`src/hwd_ram.sv`:
```
// Generic single-write, single-read RAM with registered read data.
module hwd_ram #(
    parameter int DATA_W = 8,
    parameter int DEPTH  = 16
) (
    input  logic                     aclk,
    input  logic                     wr_en,
    input  logic [$clog2(DEPTH)-1:0] wr_addr,
    input  logic [DATA_W-1:0]        wr_data,
    input  logic [$clog2(DEPTH)-1:0] rd_addr,
    output logic [DATA_W-1:0]        rd_data
);

    logic [DATA_W-1:0] mem [DEPTH];
    logic [DATA_W-1:0] rd_data_reg;

    always_ff @(posedge aclk) begin
        if (wr_en) begin
            mem[wr_addr] <= wr_data;
        end
        rd_data_reg <= mem[rd_addr];
    end

    assign rd_data = rd_data_reg;

endmodule

```
`config.mk`:
```
export PLATFORM = sky130hd
export DESIGN_NAME = hwd_ram
export DESIGN_NICKNAME = d
export VERILOG_FILES = /design/src/hwd_ram.sv
export SDC_FILE = /design/constraint.sdc
export NUM_CORES = 1
export LEC_CHECK = 0
export BUFFER_PORTS_ARGS = -buffer_cell sky130_fd_sc_hd__buf_2
export CAP_MARGIN = 20
export CORE_MARGIN = 5
export CORE_UTILIZATION = 35
export DETAILED_ROUTE_END_ITERATION = 6
export GPL_ROUTABILITY_DRIVEN = 0
export GPL_TIMING_DRIVEN = 0
export PLACE_DENSITY = 0.55
export SLEW_MARGIN = 5
export SYNTH_ARGS = -nofsm -noshare
export SYNTH_HDL_FRONTEND = slang
export SYNTH_SLANG_ARGS = --single-unit
```
`constraint.sdc`:
```
create_clock -name aclk -period 2.17 [get_ports aclk]
set_input_delay 0.217 -clock aclk [delete_from_list [all_inputs] [get_ports aclk]]
set_output_delay 0.217 -clock aclk [all_outputs]
set_load 0.02 [all_outputs]
```
Word-level counts from Yosys, hierarchy flattened
Memories as Yosys holds them, arrays and structs flattened. A register that Yosys moved wholly into a read port is not among the register bits. Index checks and enable logic that the tools add are counted. Widths: inputs -> output; s select.

Bits in registers: 0. Bits in writable memories: 128. Bits of input ports: 18. Output and inout port bits: 8. Memories kept: 1.

Memories: mem (depth 16, bits a word 8, read ports 1, clocked after Yosys merged registers in 1, wr ports 1, RTL line 14) `logic [DATA_W-1:0] mem [DEPTH];`.

Muxes and demuxes: 2.

Operators with widths (number): $mux 1 (2).

Depth between registers and ports, before layout
Word-level depth: 2. Mapped depth: 5.

Worst setup path before layout
Ideal clock, no wire load.

Path kind: input -> register. From: input port wr_addr[2]. To: memory mem[0][0] (enable). Library setup time: 0.383 ns. Arrival: 1.327 ns. Setup slack: 0.460 ns. Stages: 2. Path through: or3b_2 -> nor3_1.

RTL lines: from (decl) (RTL line 8) `input logic [$clog2(DEPTH)-1:0] wr_addr,`; to (decl) (RTL line 14).

Straight into the memory's write port.

Worst setup path in the final report
From: input port wr_addr[2]. To: memory mem[2][1] (enable).

Straight into the memory's write port.

==> results by group <==
Power
  – Logic gate share of total power: 0.048
  – VDD IR max: 0.0005623 V
  – Internal: 4.955 mW
  – Reg power frac: 0.476
  – Power consumption: 6.195 mW
  – Clock power share: 0.475
  – Leakage power: 2.031 nW
  – Switching Share: 0.2002
  – Pwr/cell area: 1011 nW/um^2
  – NetSw: 1.241 mW

Route
  – Highest metal used: met4
  – DRT antenna net count: 0
  – DRT iter0 DRCs: 216
  – Avg WL per Cell: 21.79 um
  – First-pass DRT Iterations: 5
  – Total Wirelength: 10.24 mm
  – Via count: 2369
  – Metal1 wirelength: 4.531 mm
  – DRC: 0
  – Met2 WL: 5.009 mm
  – Met3 Wirelength: 615 um
  – Vias/cell: 5.040

Worst hold path
  – Hold Crit Start: wr_data[5]
  – Worst Hold Class: in -> reg

Timing
  – Unrepaired setup endpoints after global routing: no
  – Final Cycle Share: 0.7052
  – Setup total negative slack: 0 ns
  – Fin Clk Skew: 0.009528 ns
  – Fin. max-slew vios: 0
  – Slew at the pin with the worst max-slew slack: 0.8857 ns
  – Min Tclk post-route: 1.530 ns
  – Max_slew headroom: 0.4073
  – Final setup fails: 0
  – Max Freq: 0.6534 GHz
  – Final hold slack: 0.1981 ns
  – Fin. Hold Viols: 0

Clock network
  – Num CTS Buffers: 17
  – Number of hold buffers added after CTS: 0
  – Num Clock Sinks: 136
  – CTS Root Cell: clkbuf_16
  – Worst skew pair latency: 0.41 ns
  – Worst-path clk slew: 0.06 ns
  – CTS tree: done
  – Post-cts resize count: 0
  – Longest Clk Path Bufs: 2
  – H-tree depth: 4
  – Post-CTS setup buffers: 0

Die
  – Ports: 26
  – Initial Utilization: 0.3555
  – Die X: 131.3 um
  – Die area: 17230 um^2
  – Vert. Die Dim: 131.3 um
  – Core area: 14480 um^2
  – Site Rows: 44

Final layout
  – Fin nets: 291
  – Fill cells: 1259
  – Multi-input combinational cell area: 1072 um^2
  – Fin area: 6130 um^2
  – Max reg flops: 128
  – Ant diodes: 0
  – Sequential cell area: 4004 um^2
  – Layout area overhead: 19.08%
  – Final core occ: 0.4233
  – Share of layout cells above drive strength 1: 0.3007

Synth
  – Top cell type's share of synthesized area: 0.7467
  – Syn nets: 247
  – YS warnings: 0
  – Yosys cell types: 19
  – Cells after Synth: 229
  – Post-Syn Area: 5147 um^2
  – Synthesized area per cell: 22.48 um^2
  – Register area share after synthesis: 0.7778
  – Post-synth top area cell: edfxtp_1
  – #FFs+latches synth: 136
  – Area contributors post-synth: edfxtp_1 (75%), mux4_2 (7.9%), mux4_1 (7.1%), dfxtp_1 (3.1%), a22oi_1 (2.3%)

Critical path
  – Critical path cell sequence: buf_2 > or3b_2 > nor2_1
  – Arrival @ worst endpoint: 1.57 ns
  – Startpoint types: input port
  – Crit path launch: wr_addr[2]
  – Worst path slowest cell: nor2_1
  – Worst Path Max Fanout: 8
  – Reg2reg start: mem[2][3]
  – Setup Crit Path Kind: in -> reg
  – Worst Setup End Kind: register
  – Req. time, crit path: 2.21 ns
  – Worst stage delay on the critical path: 0.70 ns

Global route
  – Total track usage: 0.1240
  – Gr ovfl total: 0
  – First-pass GRT wire length: 15.39 mm
  – Antenna violations before repair: 0
  – Vias in the first global route: 2519
  – Largest net degree at the start of global routing: 17

Run
  – Max-cap violations: 0

Place
  – Hpwl dp: 6.563 mm
  – PortBufs: 24
  – Placed inst area: 5520 um^2

Outcome
  – Run status: finished, final reports clean
-- power by group through the flow --
stage	clock network (mW)	logic (mW)	registers, mW
global placement	0	0.302	3.00
CTS	2.98	0.307	2.95
finish	2.94	0.300	2.95
detailed placement	0	0.306	3.01
global route	3.11	0.323	2.96
floorplan	0	0.149	3.03
-- cell type report --
cell class                 instances  area share
multi-input combinational         83      0.1749
timing repair buffer              25     0.02082
clock inverter                    15     0.03001
sequential                       136      0.6532
buffer                            10     0.01408
clock buffer                      17     0.06940
tap                              184     0.03756
-- metal layers --
| metal | global-route usage | vias up |
|---|---|---|
| li1 | - | 1060 |
| met1 | 0.1626 | 1235 |
| met2 | 0.1930 | 64 |
| met3 | 0.04511 | 10 |
| met4 | 0.04114 | 0 |
| met5 | 0 | - |
-- cells by family (layout without fill, tap and decap cells) --
logic type | after synthesis | count (layout) | synth area share
AOI/OAI and AO/OA | 16 | 16 | 0.02334
buffers and inverters | 10 | 67 | 0.01677
DFF | 136 | 136 | 0.7778
muxes | 32 | 32 | 0.1502
and+or+nand+nor | 35 | 35 | 0.03184
-- metrics by stage --
stage               std cells  worst slack, ns
floorplan                 229           0.4601
global placement          437          -0.2221
detailed placement        438           0.2014
CTS                       470           0.6396
global route              470           0.6022
finish                    470           0.6396
-- critical path: cells and delay by family --
kind,cells,cell delay (ns)
and+or+nand+nor,2,1.22
buffers and inverters,1,0.13
-- final timing paths --
path	to	slack, ns	cells past startpoint
worst max-delay path	mem[2][1]	0.64	3
worst min-delay path	mem[13][5]	0.20	1
worst max register to register	rd_data[3]	0.68	3
worst min register to register	rd_data[6]	0.69	3
-- cells in the mapped netlist --
library cell	number
nor2_1	13
nand2b_1	2
a22oi_1	16
dfxtp_1	8
nand3_1	1
and2_1	1
nor3_1	4
buf_4	1
nor2b_1	1
clkdlybuf4s25_2	3
edfxtp_1	128
or3b_2	1
buf_2	3
mux4_1	14
and2b_1	1
nand2_1	9
nand3b_1	2
buf_6	3
mux4_2	18
-- cell usage in the layout (no fill, tap or decap), drive strengths merged, types with 3 or more instances in the layout --
| cell type | synthesis | routed |
|---|---|---|
| mux4 | 32 | 32 |
| clkbuf | 0 | 17 |
| nand2 | 9 | 9 |
| dfxtp | 8 | 8 |
| nor3 | 4 | 4 |
| clkdlybuf4s25 | 3 | 3 |
| edfxtp | 128 | 128 |
| nor2 | 13 | 13 |
| buf | 7 | 32 |
| a22oi | 16 | 16 |
| clkinv | 0 | 6 |
| clkinvlp | 0 | 5 |
| bufinv | 0 | 4 |
No activity file was read; power rests on OpenSTA's default activity.
