[src/hwd_pkg.sv]
// Shared types, constants and helpers for the Huffman tree-walk decoder.
package hwd_pkg;

    // Node table geometry
    localparam int MAX_NODES = 512;
    localparam int NODE_AW   = $clog2(MAX_NODES);

    // Field widths
    localparam int IDX_W      = 9;
    localparam int SYM_W      = 8;
    localparam int CNT_W      = 32;
    localparam int OPCODE_W   = 2;
    localparam int BYTE_BITS  = 8;
    localparam int BIT_CNT_W  = $clog2(BYTE_BITS + 1);
    localparam int CFG_IDX_W  = 1;
    localparam int CFG_DATA_W = 32;

    // Item opcodes; the unused code does nothing
    typedef enum logic [OPCODE_W-1:0] {
        OP_LOAD   = 2'd0,
        OP_START  = 2'd1,
        OP_DECODE = 2'd2
    } opcode_t;

    // Configuration register indexes
    typedef enum logic [CFG_IDX_W-1:0] {
        CFG_TOTAL_SYMBOLS = 1'b0,
        CFG_ROOT_INDEX    = 1'b1
    } cfg_reg_t;

    // One node table entry
    typedef struct packed {
        logic [SYM_W-1:0] symbol;
        logic             is_leaf;
        logic [IDX_W-1:0] right_child;
        logic [IDX_W-1:0] left_child;
    } node_entry_t;

    // Symbol handed to the output stage
    typedef struct packed {
        logic             valid;
        logic [SYM_W-1:0] symbol;
        logic             run_last;
        logic             stream_end;
    } push_t;

    // Walk sequencer states
    typedef enum logic [1:0] {
        ST_IDLE,
        ST_ROOT,
        ST_WALK,
        ST_FLUSH
    } state_t;

    // True when an index falls inside the node table
    function automatic logic idx_in_table(logic [IDX_W-1:0] idx);
        return 32'(idx) < 32'(MAX_NODES);
    endfunction

    // Table address of a node index
    function automatic logic [NODE_AW-1:0] idx_to_addr(logic [IDX_W-1:0] idx);
        return NODE_AW'(idx);
    endfunction

endpackage

[src/hwd_out_stage.sv]
// Output register for decoded symbols, decoupling the walk from the consumer.
module hwd_out_stage (
    input  logic                      aclk,
    input  logic                      aresetn,
    input  hwd_pkg::push_t            push,
    output logic                      out_free,
    output logic                      m_valid,
    input  logic                      m_ready,
    output logic [hwd_pkg::SYM_W-1:0] m_symbol,
    output logic                      m_run_last,
    output logic                      m_stream_end
);

    logic                      valid_reg;
    logic [hwd_pkg::SYM_W-1:0] symbol_reg;
    logic                      run_last_reg;
    logic                      stream_end_reg;

    // Register can take a new item when empty or being drained
    assign out_free = !valid_reg || m_ready;

    always_ff @(posedge aclk) begin
        if (!aresetn) begin
            valid_reg <= 1'b0;
        end else if (push.valid) begin
            valid_reg <= 1'b1;
        end else if (m_ready) begin
            valid_reg <= 1'b0;
        end
    end

    always_ff @(posedge aclk) begin
        if (push.valid) begin
            symbol_reg     <= push.symbol;
            run_last_reg   <= push.run_last;
            stream_end_reg <= push.stream_end;
        end
    end

    assign m_valid      = valid_reg;
    assign m_symbol     = symbol_reg;
    assign m_run_last   = run_last_reg;
    assign m_stream_end = stream_end_reg;

endmodule

[config.mk]
export PLATFORM = sky130hd
export DESIGN_NAME = hwd_out_stage
export DESIGN_NICKNAME = d
export VERILOG_FILES = /design/src/hwd_pkg.sv /design/src/hwd_out_stage.sv
export SDC_FILE = /design/constraint.sdc
export NUM_CORES = 1
export LEC_CHECK = 0
export BUFFER_PORTS_ARGS = -buffer_cell sky130_fd_sc_hd__buf_2
export CORE_AREA = 2 2 39 41
export DETAILED_ROUTE_END_ITERATION = 7
export DIE_AREA = 0 0 41 43
export SYNTH_ARGS = -nofsm -noshare
export SYNTH_HDL_FRONTEND = slang
export SYNTH_SLANG_ARGS = --single-unit
export TNS_END_PERCENT = 5
[constraint.sdc]
create_clock -name aclk -period 0.8 [get_ports aclk]
set_input_delay 0.24 -clock aclk [delete_from_list [all_inputs] [get_ports aclk]]
set_output_delay 0.24 -clock aclk [all_outputs]
set_load 0.05 [all_outputs]
* After elaboration in Yosys (flattened, before gate mapping)
Index checks and enable logic that the tools add are counted.
** Storage, ports and cells
- Flip-flop bits (word level) :: 11
- Bits of input ports :: 14
- Output and inout port bits :: 12
- Logic and storage cells :: 9
** Cells by class
- Muxes and demuxes :: 2
- Reduce and logical (&&, ||, !) cells :: 3
** Operators with widths (count)
- 1-bit 2-to-1 mux :: 2
- 2-bit nonzero test :: 1
- 1-bit logical NOT :: 1
- 1-bit logical OR :: 1

* Longest topological paths before layout
- Depth after elaboration :: 2
- Mapped depth :: 2
- Mapped depth without buffers :: 2

* Least setup slack after synthesis
Ideal clock, no wire load.
- Kind :: register to output
- Start point :: reg valid_reg, in the netlist m_valid
- End point :: out out_free
- Data arrival time :: 0.871 ns
- Required time :: 0.560 ns
- Setup slack :: -0.311 ns
- Cell stages (with the launch flop) :: 2
- Buffers on the path :: 0
- Cell sequence :: dfxtp_1 -> nand2b_4
** On the way
- Cells in the longest elaborated chain, start to end :: 2
** Ends and longest elaborated chain
- start: declaration :: line hwd_out_stage.sv:14 : logic valid_reg;
- start signal: assignment :: line hwd_out_stage.sv:24 : valid_reg <= 1'b0;
- start signal: assignment :: line hwd_out_stage.sv:26 : valid_reg <= 1'b1;
- start signal: assignment :: line hwd_out_stage.sv:28 : valid_reg <= 1'b0;
- 1-bit logical NOT :: line hwd_out_stage.sv:20 : assign out_free = !valid_reg || m_ready;
- 1-bit logical OR :: line hwd_out_stage.sv:20
- end: declaration :: line hwd_out_stage.sv:6 : output logic out_free,
No other way between the ends.

* Worst setup path in the final report
Same ends and word-level chain as after synthesis.

==> impl_results.md <==
* Outcome: finished with violations
* Failing checks: setup timing
* R2R Setup Slk at roughly 0.07 ns
* Die width at 41 um
* Share of cells above drive strength 1 at around 73%
* Max-cap viol count at 0
* CTS Buf Count at 3
* Setup Viol. Count Final at 12
* Max Clock Skew at 0 ns
* Row count at 14
* Peak supply drop at roughly 900 uV
* Root Driver: clkbuf_4
* CTS Sinks at 11
* Worst-path clk slew at approximately 0.06 ns
* Die Y at about 43 um
* Final TNS setup at -2.88 ns
* First-pass GRT wire length at ~930 um
* Fillers at 130
* GRT Total Usage at 8.50%
* Core area at 0.00138 mm2
* Crit path kind: reg -> out
* Synth warn at 0
* Final Hold Vio Count at 0
* Synth area leader: edfxtp_1
* Worst path required time at between 0.5 and 0.6 ns
* Sequential area share after synthesis at between 90% and 100%
* Max FO, Critical Path at 2
* Clock period minus final worst setup slack at roughly 1.1 ns
* Vias in the first global route at 237
* GPL Wtd Cong at 0.583
* Vias at 234
* Rel. slew slack at 84.3%
* Leak at 0.000267 uW
* Starting Density at 25.2%
* Area growth from synthesis to layout at 74.9%
* Fin. max-slew vios at 0
* Fin util at 44.1%
* #FFs+latches synth at 11
* Slew @ Worst Pin at 0.236 ns
* Achievable Freq at 0.938 GHz
* First-pass iteration count of the detailed router at 1
* Unrepaired setup endpoints after global routing: yes
* Mapped Area at 349 um2
* Largest net degree at the start of global routing at 12
* WL final at about 660 um
* CTS tree: done
* DR vias/cell at 3.90
* Drt drc at 0
* Antenna violations before repair at 0
* First DRT Iteration DRCs at 0
* Mean Syn Cell Area at 24.9 um2
* Port Buf Inserts at 25
* Period utilisation layout at 133%
* Post-CTS Setup Repair Bufs at 0
* Pwr dens at 2240 mW/mm2
* Nets@finish at 59
* Synth area leaders: edfxtp_1, dfxtp_1, nand2b_4
* Worst setup SP type: register
* Crit path DAT at a little over 0.8 ns
* Final WS setup at -0.266 ns
* Clock buffer depth at 2
* Synthesized instance count at 14
* H-tree Lvls at 1
* # diodes at 0
* Hold-fix buffers, CTS at 0
* CP endpoint kind: output pin
* Worst skew pair latency at 0.25 ns
* Die footprint at 0.00176 mm2
* DR WL/cell at 11.0 um
* Synth cell types at 5
* Synth top area share at 86.0%
* Grt total ovfl at 0
* Hold WC Path Type: in -> reg
* IO Pins at 26
* ANT nets after route at 0
* Synthesized Nets at 28
cell usage in the layout (no fill, tap or decap):
| cell type | Yosys | layout |
|---|---|---|
| clkbuf_1 | 0 | 1 |
| a21boi_2 | 1 | 1 |
| edfxtp_1 | 10 | 10 |
| inv_1 | 1 | 1 |
| buf_4 | 0 | 1 |
| clkbuf_4 | 0 | 3 |
| nand2b_4 | 1 | 1 |
| buf_2 | 0 | 13 |
| dfxtp_4 | 0 | 1 |
| buf_8 | 0 | 1 |
| buf_6 | 0 | 11 |
cell usage after synthesis:
cell type  number
a21boi_2        1
dfxtp_1         1
edfxtp_1       10
inv_1           1
nand2b_4        1
state kept, by name, indices dropped and copies added (netlist names):
name / count
m_run_last: 1
m_valid: 1
m_symbol: 8
m_stream_end: 1
layout make-up:
cell class                 instances  area, um2  share of cell area (%)
multi-input combinational          2       25.0                    4.10
inverter                           1       3.75                   0.615
clock buffer                       4       26.3                    4.30
sequential                        11        324                    53.1
tap                               16       20.0                    3.28
timing repair buffer              26        211                    34.6
layer usage:
metal	track usage (%)	share of wire [%]	vias up
li1	-	-	115
met1	9.25	41	93
met2	10.3	37	26
met3	7.33	22	0
met4	6.00	0	0
met5	0	0	-
worst paths after layout:
| check | cells past startpoint | to | from |
|---|---|---|---|
| worst min-delay path | 1 | m_symbol[7] | push[9] |
| worst max-delay path | 2 | out_free | m_valid |
| worst max register to register | 3 | m_valid | m_valid |
| worst min register to register | 3 | m_valid | m_valid |
repair_timing:
action,CTS,global route
resized for setup,24,1
setup endpoints to repair,12,12
cloned,0,0
logic make-up (layout without fill, tap and decap cells):
logic type | Yosys count | in the layout | share of synthesized area, %
DFF | 11 | 11 | 91.8
AOI/OAI and AO/OA | 1 | 1 | 3.23
and+or+nand+nor | 1 | 1 | 3.94
buffers and inverters | 1 | 31 | 1.07
power breakdown:
part | switching [uW] | leakage [uW] | internal [uW] | total (uW)
sequential | 21.2 | 0.000107 | 676 | 697
combinational | 201 | 0.000146 | 118 | 318
clock | 159 | 0.0000150 | 192 | 351
metrics by stage:
| step | instance area (um2) | std cells | total power (uW) | hold slack [ns] | worst slack, ns |
|---|---|---|---|---|---|
| after floorplan | 353 | 14 | 878 | 0.339 | -0.0406 |
| after global routing | 611 | 60 | 1430 | 0.137 | -0.296 |
| after global placement | 505 | 56 | 960 | 0.418 | -0.107 |
| after CTS | 607 | 60 | 1390 | 0.144 | -0.268 |
| final | 611 | 60 | 1370 | 0.155 | -0.266 |
| after detailed placement | 505 | 56 | 963 | 0.418 | -0.114 |
worst max-delay path, stage by stage (launching register included):
cell      delay (ns)
dfxtp_4         0.36
nand2b_4        0.06
buf_8           0.15
(Power assumes the default switching activity.)
