File: src/hwd_pkg.sv
// Shared types, constants and helpers for the Huffman tree-walk decoder.
package hwd_pkg;

    // Node table geometry
    localparam int MAX_NODES = 512;
    localparam int NODE_AW   = $clog2(MAX_NODES);

    // Field widths
    localparam int IDX_W      = 9;
    localparam int SYM_W      = 8;
    localparam int CNT_W      = 32;
    localparam int OPCODE_W   = 2;
    localparam int BYTE_BITS  = 8;
    localparam int BIT_CNT_W  = $clog2(BYTE_BITS + 1);
    localparam int CFG_IDX_W  = 1;
    localparam int CFG_DATA_W = 32;

    // Item opcodes; the unused code does nothing
    typedef enum logic [OPCODE_W-1:0] {
        OP_LOAD   = 2'd0,
        OP_START  = 2'd1,
        OP_DECODE = 2'd2
    } opcode_t;

    // Configuration register indexes
    typedef enum logic [CFG_IDX_W-1:0] {
        CFG_TOTAL_SYMBOLS = 1'b0,
        CFG_ROOT_INDEX    = 1'b1
    } cfg_reg_t;

    // One node table entry
    typedef struct packed {
        logic [SYM_W-1:0] symbol;
        logic             is_leaf;
        logic [IDX_W-1:0] right_child;
        logic [IDX_W-1:0] left_child;
    } node_entry_t;

    // Symbol handed to the output stage
    typedef struct packed {
        logic             valid;
        logic [SYM_W-1:0] symbol;
        logic             run_last;
        logic             stream_end;
    } push_t;

    // Walk sequencer states
    typedef enum logic [1:0] {
        ST_IDLE,
        ST_ROOT,
        ST_WALK,
        ST_FLUSH
    } state_t;

    // True when an index falls inside the node table
    function automatic logic idx_in_table(logic [IDX_W-1:0] idx);
        return 32'(idx) < 32'(MAX_NODES);
    endfunction

    // Table address of a node index
    function automatic logic [NODE_AW-1:0] idx_to_addr(logic [IDX_W-1:0] idx);
        return NODE_AW'(idx);
    endfunction

endpackage

File: src/hwd_walker.sv
// Item sequencer and tree walk over the node table, one step per cycle unless the output stalls it.
module hwd_walker (
    input  logic                           aclk,
    input  logic                           aresetn,
    // input items
    input  logic                           s_valid,
    output logic                           s_ready,
    input  logic [hwd_pkg::OPCODE_W-1:0]   s_opcode,
    input  logic [hwd_pkg::IDX_W-1:0]      s_node_index,
    input  logic [hwd_pkg::IDX_W-1:0]      s_left_child,
    input  logic [hwd_pkg::IDX_W-1:0]      s_right_child,
    input  logic                           s_node_is_leaf,
    input  logic [hwd_pkg::SYM_W-1:0]      s_node_symbol,
    input  logic [hwd_pkg::BYTE_BITS-1:0]  s_data_byte,
    // configuration
    input  logic [hwd_pkg::CNT_W-1:0]      total_symbols,
    input  logic [hwd_pkg::IDX_W-1:0]      root_index,
    // node table
    output logic                           tbl_wr_en,
    output logic [hwd_pkg::NODE_AW-1:0]    tbl_wr_addr,
    output hwd_pkg::node_entry_t           tbl_wr_data,
    output logic [hwd_pkg::NODE_AW-1:0]    tbl_rd_addr,
    input  hwd_pkg::node_entry_t           tbl_rd_data,
    // output stage
    output hwd_pkg::push_t                 push,
    input  logic                           out_free
);

    hwd_pkg::state_t state_reg, state_next;

    logic [hwd_pkg::IDX_W-1:0]     walk_node_reg, walk_node_next;
    logic [hwd_pkg::CNT_W-1:0]     symbols_left_reg, symbols_left_next;
    logic                          active_reg, active_next;
    logic [hwd_pkg::BIT_CNT_W-1:0] bit_cnt_reg, bit_cnt_next;
    logic                          pend_valid_reg, pend_valid_next;
    logic [hwd_pkg::SYM_W-1:0]     pend_sym_reg, pend_sym_next;
    logic                          pend_end_reg, pend_end_next;
    logic [hwd_pkg::BYTE_BITS-1:0] byte_reg, byte_next;
    hwd_pkg::node_entry_t          root_entry_reg, root_entry_next;
    logic [hwd_pkg::IDX_W-1:0]     last_idx_reg;
    logic                          oor_reg;

    logic                      accept;
    hwd_pkg::opcode_t          op;
    hwd_pkg::node_entry_t      cur_entry;
    hwd_pkg::node_entry_t      base_entry;
    logic                      leaf_hit;
    logic                      last_sym;
    logic                      stall;
    logic                      byte_done;
    logic                      dir_bit;
    logic [hwd_pkg::IDX_W-1:0] next_idx;
    logic [hwd_pkg::IDX_W-1:0] rd_idx;

    assign accept = s_valid && s_ready;
    assign op     = hwd_pkg::opcode_t'(s_opcode);

    // Entry just read; indexes past the table read as zero
    assign cur_entry = oor_reg ? '0 : tbl_rd_data;

    // One tree step: the node reached is checked, except the one the byte starts on
    assign leaf_hit   = (bit_cnt_reg != '0) && cur_entry.is_leaf;
    assign base_entry = leaf_hit ? root_entry_reg : cur_entry;
    assign dir_bit    = byte_reg[bit_cnt_reg[$clog2(hwd_pkg::BYTE_BITS)-1:0]];
    assign next_idx   = dir_bit ? base_entry.right_child : base_entry.left_child;
    assign last_sym   = leaf_hit && (symbols_left_reg == hwd_pkg::CNT_W'(1));
    assign stall      = leaf_hit && pend_valid_reg && !out_free;
    assign byte_done  = (bit_cnt_reg == hwd_pkg::BIT_CNT_W'(hwd_pkg::BYTE_BITS)) || last_sym;

    // Next state
    always_comb begin
        state_next = state_reg;
        unique case (state_reg)
            hwd_pkg::ST_IDLE: begin
                if (accept && op == hwd_pkg::OP_DECODE && active_reg) begin
                    state_next = hwd_pkg::ST_ROOT;
                end
            end
            hwd_pkg::ST_ROOT: begin
                state_next = hwd_pkg::ST_WALK;
            end
            hwd_pkg::ST_WALK: begin
                if (!stall && byte_done) begin
                    state_next = hwd_pkg::ST_FLUSH;
                end
            end
            hwd_pkg::ST_FLUSH: begin
                if (!pend_valid_reg || out_free) begin
                    state_next = hwd_pkg::ST_IDLE;
                end
            end
        endcase
    end

    // Outputs: handshake, table port, symbol push
    always_comb begin
        s_ready     = 1'b0;
        tbl_wr_en   = 1'b0;
        tbl_wr_addr = hwd_pkg::idx_to_addr(s_node_index);
        tbl_wr_data = '{symbol:      s_node_symbol,
                        is_leaf:     s_node_is_leaf,
                        right_child: s_right_child,
                        left_child:  s_left_child};
        rd_idx      = last_idx_reg;
        push        = '0;
        unique case (state_reg)
            hwd_pkg::ST_IDLE: begin
                // no item is taken while reset is held
                s_ready   = aresetn;
                tbl_wr_en = accept && op == hwd_pkg::OP_LOAD
                            && hwd_pkg::idx_in_table(s_node_index);
                rd_idx    = root_index;
            end
            hwd_pkg::ST_ROOT: begin
                rd_idx = walk_node_reg;
            end
            hwd_pkg::ST_WALK: begin
                if (!stall && !byte_done) begin
                    rd_idx = next_idx;
                end
                // A new leaf releases the one held back, which is then not last
                if (!stall && leaf_hit && pend_valid_reg) begin
                    push = '{valid: 1'b1, symbol: pend_sym_reg,
                             run_last: 1'b0, stream_end: pend_end_reg};
                end
            end
            hwd_pkg::ST_FLUSH: begin
                if (pend_valid_reg && out_free) begin
                    push = '{valid: 1'b1, symbol: pend_sym_reg,
                             run_last: 1'b1, stream_end: pend_end_reg};
                end
            end
        endcase
    end

    assign tbl_rd_addr = hwd_pkg::idx_to_addr(rd_idx);

    // Datapath next values
    always_comb begin
        walk_node_next    = walk_node_reg;
        symbols_left_next = symbols_left_reg;
        active_next       = active_reg;
        bit_cnt_next      = bit_cnt_reg;
        pend_valid_next   = pend_valid_reg;
        pend_sym_next     = pend_sym_reg;
        pend_end_next     = pend_end_reg;
        byte_next         = byte_reg;
        root_entry_next   = root_entry_reg;
        unique case (state_reg)
            hwd_pkg::ST_IDLE: begin
                if (accept) begin
                    priority case (op)
                        hwd_pkg::OP_START: begin
                            symbols_left_next = total_symbols;
                            walk_node_next    = root_index;
                            active_next       = (total_symbols != '0);
                        end
                        hwd_pkg::OP_DECODE: begin
                            byte_next    = s_data_byte;
                            bit_cnt_next = '0;
                        end
                        default: begin
                        end
                    endcase
                end
            end
            hwd_pkg::ST_ROOT: begin
                root_entry_next = cur_entry;
            end
            hwd_pkg::ST_WALK: begin
                if (!stall) begin
                    if (leaf_hit) begin
                        pend_valid_next   = 1'b1;
                        pend_sym_next     = cur_entry.symbol;
                        pend_end_next     = last_sym;
                        symbols_left_next = symbols_left_reg - hwd_pkg::CNT_W'(1);
                        if (last_sym) begin
                            active_next = 1'b0;
                        end
                    end
                    if (byte_done) begin
                        if (leaf_hit) begin
                            walk_node_next = root_index;
                        end
                    end else begin
                        walk_node_next = next_idx;
                        bit_cnt_next   = bit_cnt_reg + hwd_pkg::BIT_CNT_W'(1);
                    end
                end
            end
            hwd_pkg::ST_FLUSH: begin
                if (out_free) begin
                    pend_valid_next = 1'b0;
                end
            end
        endcase
    end

    // Control registers
    always_ff @(posedge aclk) begin
        if (!aresetn) begin
            state_reg        <= hwd_pkg::ST_IDLE;
            walk_node_reg    <= '0;
            symbols_left_reg <= '0;
            active_reg       <= 1'b0;
            bit_cnt_reg      <= '0;
            pend_valid_reg   <= 1'b0;
        end else begin
            state_reg        <= state_next;
            walk_node_reg    <= walk_node_next;
            symbols_left_reg <= symbols_left_next;
            active_reg       <= active_next;
            bit_cnt_reg      <= bit_cnt_next;
            pend_valid_reg   <= pend_valid_next;
        end
    end

    // Payload registers; the read index tracks the table's registered read
    always_ff @(posedge aclk) begin
        pend_sym_reg   <= pend_sym_next;
        pend_end_reg   <= pend_end_next;
        byte_reg       <= byte_next;
        root_entry_reg <= root_entry_next;
        last_idx_reg   <= rd_idx;
        oor_reg        <= !hwd_pkg::idx_in_table(rd_idx);
    end

endmodule
File: config.mk
export PLATFORM = sky130hd
export DESIGN_NAME = hwd_walker
export DESIGN_NICKNAME = d
export VERILOG_FILES = /design/src/hwd_pkg.sv /design/src/hwd_walker.sv
export SDC_FILE = /design/constraint.sdc
export NUM_CORES = 1
export LEC_CHECK = 0
export BUFFER_PORTS_ARGS = -buffer_cell sky130_fd_sc_hd__buf_2
export CORE_ASPECT_RATIO = 2
export CORE_MARGIN = 8
export CORE_UTILIZATION = 38
export CTS_BUF_LIST = sky130_fd_sc_hd__clkbuf_8
export DETAILED_ROUTE_END_ITERATION = 10
export PLACE_DENSITY = 0.61
export SKIP_CTS_REPAIR_TIMING = 1
export SYNTH_ARGS = -nofsm -noshare
export SYNTH_HDL_FRONTEND = slang
export SYNTH_SLANG_ARGS = --single-unit
File: constraint.sdc
create_clock -name aclk -period 4.2 [get_ports aclk]
set_input_delay 0.21 -clock aclk [delete_from_list [all_inputs] [get_ports aclk]]
set_output_delay 0.21 -clock aclk [all_outputs]
set_load 0.01 [all_outputs]
# Word level (Yosys, flattened, before mapping)
# Index checks and enable logic that the tools add are counted.
# Widths: inputs -> output; s select.
[totals] ff_bits=93 input_bits=118 out_inout_bits=58 word_cells=109
[classes] addsub=2 magnitude_cmp=1 eq_ne=19 muxes=41 bitwise=1 reduce_logical=33
[op_table] cell="$mux 32" n=4
[op_table] cell="$pmux 32 s2" n=1
[op_table] cell="$mux 9" n=7
[op_table] cell="$eq 32x1->1 const B" n=1
[op_table] cell="$reduce_bool 32->1" n=1
[op_table] cell="$sub 32x1->32 const B" n=1
[op_table] cell="$pmux 9 s3" n=1
[op_table] cell="$mux 11" n=2
[op_table] cell="$pmux 11 s2" n=1
[op_table] cell="$ne 2x2->1 const B" n=10
[op_table] cell="$mux 18" n=1
[op_table] cell="$pmux 9 s2" n=1
[op_table] cell="$mux 4" n=4
[op_table] cell="$reduce_and 5->1" n=3
[op_table] cell="$logic_and 1x1->1" n=13
[op_table] cell="$mux 1" n=11
[op_table] cell="$reduce_and 3->1" n=3
[op_table] cell="$pmux 2 s4" n=1
[op_table] cell="$pmux 4 s2" n=1
[op_table] cell="$eq 2x2->1 const B" n=3
[op_table] cell="$mux 2" n=3
[op_table] cell="$reduce_and 6->1" n=1
[op_table] cell="$add 4x1->4 const B" n=1
[op_table] cell="$eq 2x1->1 const B" n=2
[op_table] cell="13 further kinds" n=20

# Longest topological paths before layout
# Gate-level depths: netlist of the first run.
[depth] word_depth=9 ltp_mapped=10 depth_no_buf=7

# Worst setup path before layout of the first run
# OpenSTA, ideal clock, no wires.
[synth_timing] path_type="reg2out" startpoint="reg bit_cnt_reg[1] in the netlist's numbering" endpoint="out tbl_rd_addr[0] in the netlist's numbering" arrival_time_ps=2528 required_time_ps=3990 setup_slack_ps=1462 stages_incl_launch_ff=11 path_buffers=3 cell_sequence="dfxtp_1 inv_1 ha_1 or3b_2 clkbuf_1 and2_1 clkbuf_1 buf_2 mux4_2 nor4_1 a211oi_1"
[synth_via] elab_chain_len=8 word_cells_on_any_way=16 cone_classes="eq/ne: 1; mux: 6; reduce/logical: 9"
[synth_rtl] element="start, declared" line_no="hwd_walker.sv:34" source="logic [hwd_pkg::BIT_CNT_W-1:0] bit_cnt_reg, bit_cnt_next;"
[synth_rtl] element="start signal, assigned" line_no="hwd_walker.sv:213" source="bit_cnt_reg <= bit_cnt_next;"
[synth_rtl] element="parallel branches: the longest is 6 deep, another holds $mux 9"
[synth_rtl] element="$mux 9 (*)" line_no="hwd_walker.sv:118" source="if (!stall && !byte_done) begin"
[synth_rtl] element="$pmux 9 s3 (*)" line_no="hwd_walker.sv:106" source="unique case (state_reg)"
[synth_rtl] element="end, declared" line_no="hwd_walker.sv:22" source="output logic [hwd_pkg::NODE_AW-1:0] tbl_rd_addr,"
# Mark *: on every way between the ends. The select of a mux whose other input is x is not followed.

# Worst setup path after layout of the first run
[layout_timing] startpoint="reg bit_cnt_reg[1] in the netlist's numbering" endpoint="out tbl_rd_addr[7] in the netlist's numbering"
# The elaborated chain is that of the path after synthesis.

==> out/results.txt, run 1 <==
Synth Register Bits -> 93
Nets -> 761
Worst-Margin Slew -> 1.121 ns
Comb pwr share -> 13.4%
Number of buffers on the longest clock path -> 2
P_leak -> 2.296 nW
Max-slew violations -> 0
Main area contributors after synthesis -> dfxtp_1 (21%), edfxtp_1 (19%), buf_4 (5.1%), mux4_2 (4.6%), a221o_1 (3.5%)
RSZ-0062 raised after global routing -> false
Hold Path Class -> input port to flip-flop
Max reg flops -> 32
Maximum vdd drop -> 0.1575 mV
Sequential share of power -> 51.2%
Pwr/cell area -> 308.0 nW/um^2
Overflow after GRT -> 0
Multi-input gate area -> 2731 um^2
CTS tree -> done
Worst R2R Start -> bit_cnt_reg[1]$_SDFFE_PN0P_
Sw Share -> 26.46%
Overall Global Routing Usage -> 16.67%
Most frequent cell after synthesis -> dfxtp_1
Warnings from Yosys -> 0
Die Width -> 100.6 um
Initial antenna violation count -> 0
Skew final -> 0.01461 ns
Max Cap Viol -> 0
Fill cell count -> 1407
Share of the synthesized area in the top cell type -> 21.34%
Crit share post-route -> 81.31%
CP max FO -> 13
Drt via density -> 5.907
Syn Inst Count -> 582
Clock group share of total power -> 35.4%
Fmax achieved -> 292.8 MHz
Int Pwr -> 1.385 mW
Clock period minus worst slack -> 3.415 ns
GPL Wtd Cong -> 0.8004
Diode count -> 0
Top_reg_cell synth -> dfxtp_1
Core ar. -> 14200 um^2
Seq/Total Area, Yosys -> 40.66%
R2R depth -> 6
Root buffer cell -> clkbuf_8
CP startpoint kind -> flip-flop
Count of cell types in the netlist -> 63
Die H -> 185.2 um
Worst setup EP type -> output port
DRC errors left -> 0
Hold path depth -> 1
Setup violators final -> 0
Clock buffer count from CTS -> 9
Slew headroom -> 24.63%
PortBufs -> 103
Hold path start -> tbl_rd_data[20]
Synth cell count leaders -> dfxtp_1 (58), buf_4 (37), nor2_1 (37)
Synth async-reset ratio -> 0%
Clock Latency Late Sink -> 0.37 ns
Routed len/inst -> 19.15 um
Fin Setup TNS -> 0 ns
CP required -> 3.99 ns
Initial core utilization -> 38.32%
Drt first pass iters -> 5
Layout area overhead -> 12.42%
Post-synth EDFFs -> 35
Status -> finished clean
Global-route wire length before repair -> 24520 um
CP startpoint -> bit_cnt_reg[1]$_SDFFE_PN0P_
Cell Rows -> 62
Worst-path clk slew -> 0.09 ns
Antenna Nets Post-Route -> 0
Net Switching -> 0.4986 mW
Largest net degree at the start of global routing -> 41
Reg area -> 2212 um^2
Routed WL -> 15930 um
Total Power -> 1.884 mW
Post-synth net total -> 708
WP data arrival -> 3.20 ns
Via count -> 4915
Initial DRC Count -> 275
Hold Fails Final Rpt -> 0
H-Tree Depth -> 3
Io pins -> 176
Crit Path Class -> flip-flop to output port
Synth area leader -> dfxtp_1
Clock Sinks -> 93
Final HPWL DP -> 11270 um
Ratio of cells with drive above 1 in the final layout -> 24.38%
Post-Syn Area -> 5440 um^2
Vias in the first global route -> 4724
Mean Syn Cell Area -> 9.347 um^2
Die outline area -> 18630 um^2
## power groups by stage
stage / clock network [mW] / registers, mW / logic [mW]
5_1_grt: 0.710 / 0.967 / 0.275
2_1_floorplan: 0 / 0.982 / 0.184
3_3_place_gp: 0 / 0.985 / 0.243
6_report: 0.667 / 0.965 / 0.252
4_1_cts: 0.682 / 0.964 / 0.246
3_5_place_dp: 0 / 0.985 / 0.245
## path summary, 6_finish.rpt
check / slack [ns] / to
setup / recovery: 0.79 / tbl_rd_addr[7]
hold / removal: 0.01 / pend_sym_reg[1]$_DFFE_PP_
setup reg to reg: 1.20 / walk_node_reg[3]$_SDFFE_PN0P_
hold reg to reg: 0.47 / symbols_left_reg[21]$_SDFFE_PN0P_
## area by class of cell
cell class                 count  share of cell area (%)
inverter                      19                   1.166
clock inverter                 7                   1.493
tap                          192                   3.928
sequential                    93                   36.17
timing repair buffer         118                   10.56
multi-input combinational    394                   44.66
clock buffer                   9                   2.025
## cell families after synthesis
group                      count (synthesis)  synth area share (%)
and+or+nand+nor                          203                 20.81
AOI/OAI and AO/OA                        165                 21.57
buffers and inverters                     95                 9.177
DFF                                       93                 40.66
muxes                                     18                 5.934
adders and majority gates                  8                 1.840
## routing by layer
layer  track usage, %  part of all wire [%]  vias to the layer above
met5                0                     0                        -
met4            6.159                   2.2                        0
met3            3.840                   5.6                       30
met2            27.25                    49                      185
met1            20.67                    44                     2384
li1                 -                     -                     2316
## metrics by stage
stage	hold slack, ns	utilization (%)	area [um^2]	instances	setup slack, ns
floorplan	0.3089	-	5440	582	1.462
global placement	0.3870	41.07	5831	809	1.142
detailed placement	0.3882	41.07	5831	809	1.144
CTS	-0.01028	42.59	6046	825	0.7236
global route	0.002061	43.08	6116	832	0.5120
finish	0.01210	43.08	6116	832	0.7851
## layout by cell type, fill, tap and decap left out, drive strengths merged, types with 19 or more instances in the layout
master / netlist / routed
buf: 41 / 111
dfxtp: 58 / 58
o22ai: 19 / 19
nand2: 32 / 32
nor4: 28 / 28
a221o: 19 / 19
edfxtp: 35 / 35
a21oi: 36 / 36
nor2: 37 / 37
## worst max-delay path: stages, from the launching register on
cell	delay [ns]
dfxtp_1	0.48
inv_1	0.07
ha_1	0.20
or3b_2	0.26
and2_1	0.65
mux4_2	0.61
nor4_1	0.30
a211oi_1	0.10
buf_2	0.16
Note: power is estimated with default switching activity, not from simulation.
==> run 2: changes to the inputs <==
--- a/config.mk
+++ b/config.mk
@@ -11,7 +11,7 @@
 export CORE_UTILIZATION = 38
 export CTS_BUF_LIST = sky130_fd_sc_hd__clkbuf_8
 export DETAILED_ROUTE_END_ITERATION = 10
-export PLACE_DENSITY = 0.61
+export PLACE_DENSITY = 0.63
 export SKIP_CTS_REPAIR_TIMING = 1
 export SYNTH_ARGS = -nofsm -noshare
 export SYNTH_HDL_FRONTEND = slang
==> constraint.sdc (replaced) <==
create_clock -name aclk -period 2.98 [get_ports aclk]
set_input_delay 0.149 -clock aclk [delete_from_list [all_inputs] [get_ports aclk]]
set_output_delay 0.149 -clock aclk [all_outputs]
set_load 0.01 [all_outputs]
==> out/results.txt, run 2 (same netlist as run 1, synthesis figures left out) <==
Sw Share -> 27.10% (+0.64 points)
Io pins -> 176 (unchanged)
H-Tree Depth -> 3 (unchanged)
GPL Wtd Cong -> 0.8224 (+2.7%)
Crit share post-route -> 96.49%
Overall Global Routing Usage -> 16.94% (+0.27 points)
Crit Path Class -> flip-flop to output port
Pwr/cell area -> 414.3 nW/um^2 (+34%)
Initial core utilization -> 38.32% (unchanged)
Overflow after GRT -> 0 (unchanged)
Int Pwr -> 2.022 mW (+46%)
Drt first pass iters -> 5 (unchanged)
Clock group share of total power -> 35.8% (+0.4 points)
Skew final -> 0.01514 ns (+0.0005335 ns)
Dpl ws -> 0.2692 ns (-0.8751 ns)
Total Power -> 2.774 mW (+47%)
Clock Sinks -> 93 (unchanged)
Setup WS post-layout -> 0.1047 ns (-0.6804 ns)
P_leak -> 2.544 nW (+11%)
Fmax achieved -> 347.8 MHz
Routed WL -> 16290 um (+2.3%)
Diode count -> 0 (unchanged)
Vias in the first global route -> 4843 (+2.5%)
CP max FO -> 13 (unchanged)
Die Width -> 100.6 um (unchanged)
Worst-Margin Slew -> 0.9448 ns (-0.1764 ns)
Max-slew violations -> 0 (unchanged)
Core ar. -> 14200 um^2 (unchanged)
Die outline area -> 18630 um^2 (unchanged)
Most frequent cells in the layout -> buf_2 (103), dfxtp_1 (57), nor2_1 (37)
Root buffer cell -> clkbuf_8
Net Switching -> 0.7519 mW (+51%)
Die H -> 185.2 um (unchanged)
Comb pwr share -> 15.2% (+1.8 points)
Via count -> 5111 (+4.0%)
RSZ-0062 raised after global routing -> true
WP data arrival -> 2.73 ns (-0.47 ns)
Hold Path Class -> input port to flip-flop
Hold Fails Final Rpt -> 0 (unchanged)
Antenna Nets Post-Route -> 0 (unchanged)
Clock period minus worst slack -> 2.875 ns
CP required -> 2.83 ns (-1.16 ns)
Max Cap Viol -> 0 (unchanged)
CP startpoint kind -> flip-flop
Max reg flops -> 32 (unchanged)
Slew headroom -> 36.72% (+12 points)
Drt via density -> 5.795 (-1.9%)
Number of buffers on the longest clock path -> 2 (unchanged)
Largest net degree at the start of global routing -> 57 (+39%)
Maximum vdd drop -> 0.1920 mV (+22%)
Worst stage delay on the critical path -> 0.46 ns (-0.19 ns)
CP max stage cell -> mux4_2
Sequential share of power -> 49.0% (-2.2 points)
Fin Setup TNS -> 0 ns (unchanged)
Clock buffer count from CTS -> 9 (unchanged)
Status -> finished clean
Ratio of cells with drive above 1 in the final layout -> 27.97% (+3.6 points)
Nets -> 811 (+6.6%)
CP Cell Sequence -> inv_1, ha_1, or3b_4, and2_1, buf_6, mux4_2, nor4_2, a211oi_2, buf_2
Initial DRC Count -> 307 (+12%)
Final HPWL DP -> 11280 um (about the same)
CTS tree -> done
Setup violators final -> 0 (unchanged)
Final Util -> 47.17% (+4.1 points)
Worst-path clk slew -> 0.10 ns (about the same)
PortBufs -> 103 (unchanged)
Worst setup EP type -> output port
Clock Latency Late Sink -> 0.38 ns (about the same)
Cell area after placement -> 5978 um^2 (+2.5%)
Cell Rows -> 62 (unchanged)
Routed len/inst -> 18.47 um (-3.5%)
Layout Cell Area excl Fill -> 6696 um^2 (+9.5%)
DRC errors left -> 0 (unchanged)
Initial antenna violation count -> 0 (unchanged)
Global-route wire length before repair -> 24900 um (+1.6%)
Layout area overhead -> 23.09%
Leading cell type in the layout, fill and taps excluded -> buf_2
==> run 2: cell types whose count changed in the layout (fill, tap and decap cells not counted), moves of 2 or more <==
cell           delta
a211oi_2          +3
dlygate4sd3_1    +28
a211oi_1          -3
nor4_1            -7
buf_4            +19
buf_6             +2
nor4_2            +4
nor4_4            +3
inv_8             +2
==> run 2: cell type report <==
class                      count  area, um^2
multi-input combinational    394        2830
inverter                      19       71.32
sequential                    93        2213
clock buffer                   9       123.9
fill                        1331        7500
tap                          192       240.2
timing repair buffer         168        1111
clock inverter                 7       106.4
==> run 2: power by group through the flow <==
stage / clock (mW) / sequential [mW] / combinational, mW
final: 0.994 / 1.36 / 0.421
after global routing: 1.07 / 1.36 / 0.457
after CTS: 1.01 / 1.36 / 0.369
after detailed placement: 0 / 1.39 / 0.367
after global placement: 0 / 1.39 / 0.363
after floorplan: 0 / 1.38 / 0.259
==> run 2: final timing paths <==
| check | to | start | depth (start not counted) | slack [ns] |
|---|---|---|---|---|
| worst max-delay path | tbl_rd_addr[3] | bit_cnt_reg[0]$_SDFFE_PN0P_ | 9 | 0.10 |
| worst min-delay path | walk_node_reg[2]$_SDFFE_PN0P_ | root_index[2] | 2 | 0.02 |
| worst max register to register | walk_node_reg[6]$_SDFFE_PN0P_ | symbols_left_reg[24]$_SDFFE_PN0P_ | 9 | 0.26 |
| worst min register to register | active_reg$_SDFFE_PN0P_ | active_reg$_SDFFE_PN0P_ | 2 | 0.49 |
==> run 2: per-stage QoR <==
stage	std cells	hold slack, ns
after detailed placement	827	0.2981
after global placement	827	0.2981
after CTS	843	-0.07729
after floorplan	582	0.2479
final	882	0.01851
after global routing	882	0.0008274
==> run 2: per-layer routing <==
metal | track usage (%) | wire [um]
met1 | 20.43 | 6832
met2 | 27.59 | 8032
met3 | 5.045 | 1099
met4 | 6.159 | 323
met5 | 0 | 0
==> run 2: worst max-delay path, delay by kind of cell, from the launching register on <==
| kind | cells | cell delay [ns] |
|---|---|---|
| simple gates | 3 | 0.91 |
| mux | 1 | 0.46 |
| buf+inv | 3 | 0.39 |
| flops | 1 | 0.35 |
| fa+ha+maj | 1 | 0.16 |
| compound gates | 1 | 0.07 |
